<file path="config.mk">
export PLATFORM = sky130hd
export DESIGN_NAME = priority_message_slot_store_top
export DESIGN_NICKNAME = d
export VERILOG_FILES = /design/src/rtl/core/pmss_pkg.sv /design/src/rtl/core/pmss_key_mem.sv /design/src/rtl/core/pmss_ctrl.sv /design/src/rtl/core/priority_message_slot_store_top.sv
export VERILOG_INCLUDE_DIRS = /design/src /design/src/rtl/core
export SDC_FILE = /design/constraint.sdc
export NUM_CORES = 1
export LEC_CHECK = 0
export ABC_CLOCK_PERIOD_IN_PS = 5500
export CAP_MARGIN = 40
export CORE_MARGIN = 10
export CORE_UTILIZATION = 25
export CTS_CLUSTER_DIAMETER = 60
export DETAILED_ROUTE_END_ITERATION = 12
export DONT_BUFFER_PORTS = 1
export GPL_TIMING_DRIVEN = 1
export SLEW_MARGIN = 20
export SYNTH_ARGS = -nofsm -noshare
export SYNTH_HDL_FRONTEND = slang
export SYNTH_SLANG_ARGS = --single-unit
</file>
<file path="constraint.sdc">
create_clock -name i_clk -period 5.5 [get_ports i_clk]
set_clock_uncertainty 0.15 [all_clocks]
set_input_delay 1.1 -clock i_clk [delete_from_list [all_inputs] [get_ports i_clk]]
set_output_delay 1.1 -clock i_clk [all_outputs]
set_load 0.02 [all_outputs]
</file>
<file path="src/rtl/core/assert_macros.svh">
// ----------------------------------------------------------------------------
// Assertion macros
// Concurrent assertion helpers shared by the RTL.
// ----------------------------------------------------------------------------
`ifndef ASSERT_MACROS_SVH
`define ASSERT_MACROS_SVH

// Property that must hold at every clock edge out of reset.
`define ASSERT_ALWAYS(label, clk, rst_n, prop, msg) \
    label: assert property (@(posedge clk) disable iff (!rst_n) (prop)) else $error(msg);

// Antecedent in one cycle implies consequent in the same cycle.
`define ASSERT_IMPLY(label, clk, rst_n, ante, cons, msg) \
    label: assert property (@(posedge clk) disable iff (!rst_n) (ante) |-> (cons)) \
        else $error(msg);

`endif

</file>
<file path="src/rtl/core/pmss_pkg.sv">
// ----------------------------------------------------------------------------
// Priority message slot store package
// Shared sizes, command and status codes, and interface structs.
// ----------------------------------------------------------------------------
package pmss_pkg;

    localparam int SLOTS  = 16;
    localparam int SLOT_W = $clog2(SLOTS);
    localparam int CNT_W  = $clog2(SLOTS + 1);

    localparam int CMD_W  = 2;
    localparam int KEY_W  = 16;
    localparam int SEL_W  = 4;
    localparam int STAT_W = 2;
    localparam int IDX_W  = 4;
    localparam int ENT_W  = 5;
    localparam int MAG_W  = 15;

    localparam logic [MAG_W-1:0] INF_MAG = 15'h7C00;

    localparam logic [CMD_W-1:0] CMD_ADD    = 2'd0;
    localparam logic [CMD_W-1:0] CMD_GET    = 2'd1;
    localparam logic [CMD_W-1:0] CMD_REMOVE = 2'd2;

    localparam logic [STAT_W-1:0] ST_OK    = 2'd0;
    localparam logic [STAT_W-1:0] ST_FULL  = 2'd1;
    localparam logic [STAT_W-1:0] ST_EMPTY = 2'd2;

    typedef struct packed {
        logic [CMD_W-1:0] command;
        logic [KEY_W-1:0] key;
        logic [SEL_W-1:0] slot;
    } t_cmd;

    typedef struct packed {
        logic [STAT_W-1:0] status;
        logic [IDX_W-1:0]  slot_index;
        logic [ENT_W-1:0]  entry_count;
    } t_result;

    typedef struct packed {
        logic              wr_en;
        logic [SLOT_W-1:0] wr_addr;
        logic [KEY_W-1:0]  wr_data;
        logic              rd_en;
        logic [SLOT_W-1:0] rd_addr;
    } t_mem_req;

endpackage

</file>
<file path="src/rtl/core/pmss_key_mem.sv">
// ----------------------------------------------------------------------------
// Key memory
// One write port and one registered read port holding the slot keys.
// ----------------------------------------------------------------------------
module pmss_key_mem (
    input  logic                             i_clk,
    input  pmss_pkg::t_mem_req               i_req,
    output logic [pmss_pkg::KEY_W-1:0]       o_rd_data
);

    logic [pmss_pkg::KEY_W-1:0] r_mem [pmss_pkg::SLOTS];
    logic [pmss_pkg::KEY_W-1:0] r_rd_data;

    always_ff @(posedge i_clk) begin
        if (i_req.wr_en) begin
            r_mem[i_req.wr_addr] <= i_req.wr_data;
        end
        if (i_req.rd_en) begin
            r_rd_data <= r_mem[i_req.rd_addr];
        end
    end

    assign o_rd_data = r_rd_data;

endmodule

</file>
<file path="src/rtl/core/pmss_ctrl.sv">
// ----------------------------------------------------------------------------
// Slot store controller
// Command sequencer, valid bits, entry count and the slot scans for add/get.
// ----------------------------------------------------------------------------
`include "assert_macros.svh"

module pmss_ctrl (
    input  logic                         i_clk,
    input  logic                         i_rst_n,
    input  logic                         i_cmd_valid,
    output logic                         o_cmd_ready,
    input  pmss_pkg::t_cmd               i_cmd,
    output logic                         o_res_valid,
    input  logic                         i_res_ready,
    output pmss_pkg::t_result            o_res,
    output pmss_pkg::t_mem_req           o_mem_req,
    input  logic [pmss_pkg::KEY_W-1:0]   i_rd_data
);

    typedef enum logic [3:0] {
        S_IDLE = 4'b0001,
        S_ADD  = 4'b0010,
        S_GET  = 4'b0100,
        S_FIN  = 4'b1000
    } t_state;

    t_state                           r_state, n_state;
    logic [pmss_pkg::SLOTS-1:0]       r_valid, n_valid;
    logic [pmss_pkg::CNT_W-1:0]       r_count, n_count;
    logic [pmss_pkg::SLOT_W-1:0]      r_scan_idx, n_scan_idx;
    logic                             r_issue_done, n_issue_done;
    logic                             r_pipe_vld, n_pipe_vld;
    logic [pmss_pkg::SLOT_W-1:0]      r_pipe_idx, n_pipe_idx;
    logic                             r_found, n_found;
    logic [pmss_pkg::MAG_W-1:0]       r_best_mag, n_best_mag;
    logic [pmss_pkg::SLOT_W-1:0]      r_best_idx, n_best_idx;
    logic [pmss_pkg::KEY_W-1:0]       r_key, n_key;
    logic [pmss_pkg::STAT_W-1:0]      r_res_status, n_res_status;
    logic [pmss_pkg::SLOT_W-1:0]      r_res_idx, n_res_idx;

    logic [pmss_pkg::MAG_W-1:0]       w_mag;
    logic                             w_hit;
    logic                             w_last;
    logic [pmss_pkg::SLOT_W-1:0]      w_sel;
    logic                             w_sel_ok;
    pmss_pkg::t_mem_req               w_req;

    assign w_mag    = i_rd_data[pmss_pkg::MAG_W-1:0];
    assign w_hit    = r_pipe_vld && r_valid[r_pipe_idx] && (w_mag <= pmss_pkg::INF_MAG)
                      && (w_mag >= r_best_mag);
    assign w_last   = r_pipe_vld && (r_pipe_idx == pmss_pkg::SLOT_W'(pmss_pkg::SLOTS - 1));
    assign w_sel    = pmss_pkg::SLOT_W'(i_cmd.slot);
    assign w_sel_ok = (32'(i_cmd.slot) < 32'(pmss_pkg::SLOTS));

    always_comb begin
        n_state      = r_state;
        n_valid      = r_valid;
        n_count      = r_count;
        n_scan_idx   = r_scan_idx;
        n_issue_done = r_issue_done;
        n_pipe_vld   = 1'b0;
        n_pipe_idx   = r_scan_idx;
        n_found      = r_found;
        n_best_mag   = r_best_mag;
        n_best_idx   = r_best_idx;
        n_key        = r_key;
        n_res_status = r_res_status;
        n_res_idx    = r_res_idx;
        w_req        = '0;

        unique case (r_state)
            S_IDLE: begin
                if (i_cmd_valid) begin
                    n_res_status = pmss_pkg::ST_OK;
                    n_res_idx    = '0;
                    n_state      = S_FIN;
                    unique case (i_cmd.command)
                        pmss_pkg::CMD_ADD: begin
                            if (r_count >= pmss_pkg::CNT_W'(pmss_pkg::SLOTS)) begin
                                n_res_status = pmss_pkg::ST_FULL;
                            end else begin
                                n_key      = i_cmd.key;
                                n_scan_idx = '0;
                                n_state    = S_ADD;
                            end
                        end
                        pmss_pkg::CMD_GET: begin
                            n_scan_idx   = '0;
                            n_issue_done = 1'b0;
                            n_found      = 1'b0;
                            n_best_mag   = '0;
                            n_best_idx   = '0;
                            n_state      = S_GET;
                        end
                        pmss_pkg::CMD_REMOVE: begin
                            if (w_sel_ok && r_valid[w_sel]) begin
                                n_valid[w_sel] = 1'b0;
                                n_count        = r_count - pmss_pkg::CNT_W'(1);
                            end
                        end
                        default: ;
                    endcase
                end
            end
            S_ADD: begin
                if (!r_valid[r_scan_idx]) begin
                    w_req.wr_en         = 1'b1;
                    w_req.wr_addr       = r_scan_idx;
                    w_req.wr_data       = r_key;
                    n_valid[r_scan_idx] = 1'b1;
                    n_count             = r_count + pmss_pkg::CNT_W'(1);
                    n_res_idx           = r_scan_idx;
                    n_state             = S_FIN;
                end else begin
                    n_scan_idx = r_scan_idx + pmss_pkg::SLOT_W'(1);
                end
            end
            S_GET: begin
                // issue one read per cycle, compare the returned key in the next cycle
                if (!r_issue_done) begin
                    w_req.rd_en   = 1'b1;
                    w_req.rd_addr = r_scan_idx;
                    n_pipe_vld    = 1'b1;
                    if (r_scan_idx == pmss_pkg::SLOT_W'(pmss_pkg::SLOTS - 1)) begin
                        n_issue_done = 1'b1;
                    end else begin
                        n_scan_idx = r_scan_idx + pmss_pkg::SLOT_W'(1);
                    end
                end
                if (w_hit) begin
                    n_found    = 1'b1;
                    n_best_mag = w_mag;
                    n_best_idx = r_pipe_idx;
                end
                if (w_last) begin
                    n_state = S_FIN;
                    if (r_found || w_hit) begin
                        n_res_status = pmss_pkg::ST_OK;
                        n_res_idx    = w_hit ? r_pipe_idx : r_best_idx;
                    end else begin
                        n_res_status = pmss_pkg::ST_EMPTY;
                        n_res_idx    = '0;
                    end
                end
            end
            S_FIN: begin
                if (i_res_ready) begin
                    n_state = S_IDLE;
                end
            end
            default: n_state = S_IDLE;
        endcase
    end

    always_ff @(posedge i_clk) begin
        if (!i_rst_n) begin
            r_state      <= S_IDLE;
            r_valid      <= '0;
            r_count      <= '0;
            r_issue_done <= 1'b0;
            r_pipe_vld   <= 1'b0;
            r_found      <= 1'b0;
        end else begin
            r_state      <= n_state;
            r_valid      <= n_valid;
            r_count      <= n_count;
            r_issue_done <= n_issue_done;
            r_pipe_vld   <= n_pipe_vld;
            r_found      <= n_found;
        end
    end

    always_ff @(posedge i_clk) begin
        r_scan_idx   <= n_scan_idx;
        r_pipe_idx   <= n_pipe_idx;
        r_best_mag   <= n_best_mag;
        r_best_idx   <= n_best_idx;
        r_key        <= n_key;
        r_res_status <= n_res_status;
        r_res_idx    <= n_res_idx;
    end

    assign o_cmd_ready           = (r_state == S_IDLE);
    assign o_res_valid           = (r_state == S_FIN);
    assign o_res.status          = r_res_status;
    assign o_res.slot_index      = pmss_pkg::IDX_W'(r_res_idx);
    assign o_res.entry_count     = pmss_pkg::ENT_W'(r_count);
    assign o_mem_req             = w_req;

    `ASSERT_ALWAYS(a_count_bound, i_clk, i_rst_n,
        r_count <= pmss_pkg::CNT_W'(pmss_pkg::SLOTS), "entry count above slot total")
    `ASSERT_ALWAYS(a_count_match, i_clk, i_rst_n,
        $countones(r_valid) == 32'(r_count), "entry count disagrees with valid bits")
    `ASSERT_IMPLY(a_wr_free, i_clk, i_rst_n, w_req.wr_en,
        !r_valid[w_req.wr_addr], "key written over an occupied slot")
    `ASSERT_ALWAYS(a_port_excl, i_clk, i_rst_n,
        !(w_req.wr_en && w_req.rd_en), "key memory read and written together")

endmodule

</file>
<file path="src/rtl/core/priority_message_slot_store_top.sv">
// ----------------------------------------------------------------------------
// Priority message slot store
// Slot table with valid bits and half-float priority keys; add, get, remove.
// ----------------------------------------------------------------------------
// Usage:
//   Command channel (i_in_valid / o_in_ready) carries command, key and slot.
//   Result channel (o_out_valid / i_out_ready) returns status, slot index and
//   the entry count after the command; every command gives one result.
//   Keys live in a one-port-write, registered-read memory; valid bits and the
//   entry count are in flip-flops.
//   Add scans from slot 0 up to the first free slot; get walks every slot
//   through the memory read port, one slot per cycle; remove, unused codes
//   and add to a full table need no scan.
//   One command is in work at a time; the next is taken once the result has
//   moved to the output register and the controller is back in idle.
//   Reset empties the table and clears the count; no clearing pass runs.
//   A stalled receiver holds the output register; one further command can be
//   taken and completed, then the block waits until the output drains.
// ----------------------------------------------------------------------------
module priority_message_slot_store_top (
    input  logic                              i_clk,
    input  logic                              i_rst_n,
    input  logic                              i_in_valid,
    output logic                              o_in_ready,
    input  logic [pmss_pkg::CMD_W-1:0]        i_command,
    input  logic [pmss_pkg::KEY_W-1:0]        i_key,
    input  logic [pmss_pkg::SEL_W-1:0]        i_slot,
    output logic                              o_out_valid,
    input  logic                              i_out_ready,
    output logic [pmss_pkg::STAT_W-1:0]       o_status,
    output logic [pmss_pkg::IDX_W-1:0]        o_slot_index,
    output logic [pmss_pkg::ENT_W-1:0]        o_entry_count
);

    pmss_pkg::t_cmd                 w_cmd;
    pmss_pkg::t_result              w_res;
    pmss_pkg::t_mem_req             w_mem_req;
    logic [pmss_pkg::KEY_W-1:0]     w_rd_data;
    logic                           w_res_valid;
    logic                           w_res_ready;

    logic                           r_out_vld;
    pmss_pkg::t_result              r_out;

    assign w_cmd.command = i_command;
    assign w_cmd.key     = i_key;
    assign w_cmd.slot    = i_slot;

    pmss_ctrl u_ctrl (
        .i_clk       (i_clk),
        .i_rst_n     (i_rst_n),
        .i_cmd_valid (i_in_valid),
        .o_cmd_ready (o_in_ready),
        .i_cmd       (w_cmd),
        .o_res_valid (w_res_valid),
        .i_res_ready (w_res_ready),
        .o_res       (w_res),
        .o_mem_req   (w_mem_req),
        .i_rd_data   (w_rd_data)
    );

    pmss_key_mem u_key_mem (
        .i_clk     (i_clk),
        .i_req     (w_mem_req),
        .o_rd_data (w_rd_data)
    );

    assign w_res_ready = !r_out_vld || i_out_ready;

    always_ff @(posedge i_clk) begin
        if (!i_rst_n) begin
            r_out_vld <= 1'b0;
        end else if (w_res_ready) begin
            r_out_vld <= w_res_valid;
        end
    end

    always_ff @(posedge i_clk) begin
        if (w_res_ready && w_res_valid) begin
            r_out <= w_res;
        end
    end

    assign o_out_valid   = r_out_vld;
    assign o_status      = r_out.status;
    assign o_slot_index  = r_out.slot_index;
    assign o_entry_count = r_out.entry_count;

endmodule

</file>
==> results.cfg <==
[floorplan]
boundaryPins = 39
dieHeight_um = 260
die-area_mm2 = 0.0677
start_util = 0.254
placement_rows = 87
core-area_mm2 = 0.0567
die_width_um = 260

[power_and_ir_drop]
power.share.clock = 0.414
pwr-share-seq = 0.524
cell_internal_pwr_mw = 4.34
comb_power_share = 0.063
switching_share_of_power = 0.227
maximum_vdd_drop_mv = 0.191
leakage_power_of_the_design_nw = 5.90
cellPowerDensity_mw_per_mm2 = 339
p_switching_mw = 1.27

[routing]
post_drt_via_cell_ratio = 4.71
detail_route.wl_per_cell_um = 18.1
route.antenna.remaining_nets = 0
route.vias.total = 8462
routed_wl_um = 32500
drcViolationCount = 0
drt_first_iter_violations = 640
detailedRoute.firstPassIterationCount = 5

[clock_network]
cts_buffers = 36
cts_repair_resize_count = 0
cts_num_sinks = 343
post_cts.repair.setup_buffers = 0
clk-insertion-delay-late_ns = 0.53
cts-root-to-sink-buffers = 3
tritoncts = done
cts.root.buffer_cell = sky130_fd_sc_hd__clkbuf_16
clkTransAtPathRegs_ns = 0.06
cts_hold_buf = 0
cts-htree-levels = 2

[cells_and_area]
finish.utilization = 0.292
layout.cell_area.non_filler_mm2 = 0.0165
layout-drive-gt1-share = 0.112
layout-area-overhead-vs-synth_pct = 14.7
fin_nets = 1064

[sta]
finalSetupViolations = 0
grt_setup_unrepaired = false
hold_viol_final = 0
period_share = 0.724
timing.setup.tns_ns = 0
final_period_minus_worst_setup_slack_ns = 3.98
worst_slew_margin_rel = 0.449
postLayoutSetupSlackWorst_ns = 1.52
maxClockFrequency_ghz = 0.251
timing_worst_slew_pin_value_ns = 0.827
final-max-slew-violation-count = 0

[critical_path]
critical_path.startpoint_type = flop
crit_start = u_ctrl.n_pipe_idx[1]$_SDFFCE_PN0P_
reg2reg_depth = 7
crit_path_end_kind = flop
critPathMaxStageDelay_ns = 0.82
critical_path.cell_chain = mux4_2 -> mux2i_1 -> mux2_2 -> and2_1 -> nand3b_1 -> nor2_1 -> buf_4
critical_path_class = reg -> reg
reg2reg_launch_point = u_ctrl.n_pipe_idx[1]$_SDFFCE_PN0P_
setup.reg_to_reg.worst_slack_ns = 1.52
critical_path_peak_fanout = 18
timing.critical_path.required_ns = 5.56
critPathArrivalTime_ns = 4.04
regToRegEndpoint = u_key_mem.r_mem[11][12]$_DFFE_PP_
timing.critical_path.slowest_stage_cell = sky130_fd_sc_hd__edfxtp_1

[placement]
port_buffers = 0
finalWeightedCongestion = 0.787
placedInstanceArea_mm2 = 0.0154
post-dp-hpwl_um = 19700
detailedPlace.worstSlack_ns = 1.55

[synthesis]
synth_edf_count = 310
netlist_area_mm2 = 0.0144
synth_seq_area_share = 0.691
synth.cells.most_frequent = 310 x sky130_fd_sc_hd__edfxtp_1, 96 x sky130_fd_sc_hd__nand2_1, 70 x sky130_fd_sc_hd__mux2i_1
synth_most_common_cell = sky130_fd_sc_hd__edfxtp_1
synth_fp_nets = 1057
synth_top_flop_cell = sky130_fd_sc_hd__edfxtp_1
yosysUniqueCellTypes = 55
postSynthRegisterBits = 343
synthesis.instances = 1008
yosys.area.top_type = sky130_fd_sc_hd__edfxtp_1
synth_async_sr_flop_share = 0
postSynthAreaPerCell_um2 = 14.3
post_synth_main_area_contributors = sky130_fd_sc_hd__edfxtp_1 65%, sky130_fd_sc_hd__mux2i_1 4.9%, sky130_fd_sc_hd__dfxtp_1 4.6%
yosysTopAreaCellShare = 0.645
synth_warnings = 0

[global_routing]
grt_first_pass_wirelength_um = 49300
grt_overflow_total = 0
grt_antenna_before_repair = 3
grt_max_degree = 61
grt.total_usage = 0.0930
first_global_vias = 8152

[worst_hold_path]
worstHoldPathCells = 0
hold_start = u_ctrl.r_res_status[0]$_SDFFCE_PP0P_
worst_hold_path_class = reg -> reg
min_delay_worst_endpoint = o_status[0]$_DFFE_PP_

[status]
outcome = finished, final reports clean

[job]
cap_viol_max_count = 0
cells by family after synthesis:
logic type,Yosys count,synth area share
AOI/OAI and AO/OA,196,0.0903
xor gates and xnor gates,6,0.00364
adders and majority gates,23,0.0205
buffers and inverters,85,0.0259
DFF,343,0.691
muxes,85,0.0712
and+or+nand+nor,270,0.0973
sequential cells by signal, indices dropped and copies added, names as in the netlist:
register and cells:
u_key_mem.r_mem 240, u_ctrl.r_valid 16, u_ctrl.r_best_mag 15, u_ctrl.r_key 15
u_key_mem.o_rd_data 15, o_entry_count 5, u_ctrl.r_count 5, o_slot_index 4
u_ctrl.n_pipe_idx 4, u_ctrl.r_best_idx 4, u_ctrl.r_pipe_idx 4, u_ctrl.r_res_idx 4
u_ctrl.r_state 4, o_status 2, u_ctrl.r_res_status 2, o_out_valid 1
u_ctrl.r_found 1, u_ctrl.r_issue_done 1, u_ctrl.r_pipe_vld 1
cells in the final DEF (no fill, tap or decap), types with 16 or more instances in the layout:
| master | synthesis | layout |
|---|---|---|
| sky130_fd_sc_hd__and2_1 | 46 | 46 |
| sky130_fd_sc_hd__inv_1 | 19 | 19 |
| sky130_fd_sc_hd__o21ai_0 | 26 | 26 |
| sky130_fd_sc_hd__o221ai_1 | 17 | 17 |
| sky130_fd_sc_hd__a31oi_1 | 17 | 17 |
| sky130_fd_sc_hd__a21oi_1 | 45 | 45 |
| sky130_fd_sc_hd__a211oi_1 | 48 | 48 |
| sky130_fd_sc_hd__edfxtp_1 | 310 | 310 |
| sky130_fd_sc_hd__mux2i_1 | 70 | 70 |
| sky130_fd_sc_hd__and3_1 | 17 | 17 |
| sky130_fd_sc_hd__dfxtp_1 | 33 | 33 |
| sky130_fd_sc_hd__nor2_1 | 39 | 39 |
| sky130_fd_sc_hd__ha_1 | 22 | 22 |
| sky130_fd_sc_hd__buf_4 | 5 | 29 |
| sky130_fd_sc_hd__clkbuf_16 | 0 | 37 |
| sky130_fd_sc_hd__a311oi_1 | 16 | 16 |
| sky130_fd_sc_hd__nand2_1 | 96 | 95 |
power groups by stage:
stage	clock, mW	combinational (mW)	sequential [mW]
floorplan	0	0.290	2.95
detailed placement	0	0.350	3.00
finish	2.32	0.352	2.94
global placement	0	0.346	2.99
CTS	2.36	0.351	2.94
global route	2.48	0.381	2.95
area by class of cell:
type,count,area [µm²]
fillers,5576,40200
flip-flops and latches,343,9970
multi-input cells,580,4130
clock buffers,46,970
well taps,756,946
repair buffers,32,293
clock inverters,17,145
inverters,22,87.6
diodes,1,2.50
per-layer routing:
layer | global-route usage | part of all wire
met1 | 0.124 | 0.44
met2 | 0.148 | 0.47
met3 | 0.0188 | 0.061
met4 | 0.0316 | 0.024
met5 | 0 | 0
worst max path at each step:
| stage | endpoint | cells past startpoint |
|---|---|---|
| final | u_key_mem.r_mem[11][12]$_DFFE_PP_ | 7 |
| after global placement | u_key_mem.r_mem[11][8]$_DFFE_PP_ | 7 |
| after CTS | u_key_mem.r_mem[11][12]$_DFFE_PP_ | 7 |
| after floorplan | u_key_mem.r_mem[4][0]$_DFFE_PP_ | 8 |
| after detailed placement | u_key_mem.r_mem[11][12]$_DFFE_PP_ | 7 |
| after global routing | u_key_mem.r_mem[11][12]$_DFFE_PP_ | 7 |
critical path: cells and delay by family, from the launching register on:
| family | cells | cell delay (ns) |
|---|---|---|
| muxes | 3 | 1.10 |
| DFF | 1 | 0.82 |
| and+or+nand+nor | 3 | 1.25 |
| buffers and inverters | 1 | 0.34 |
through the flow:
stage / hold slack (ns) / std cells / power (mW)
finish: 0.274 / 1797 / 5.61
global route: 0.277 / 1796 / 5.81
CTS: 0.269 / 1793 / 5.65
detailed placement: 0.256 / 1730 / 3.35
global placement: 0.254 / 1730 / 3.34
floorplan: 0.193 / 1008 / 3.24
No activity file was read; power rests on OpenSTA's default activity.
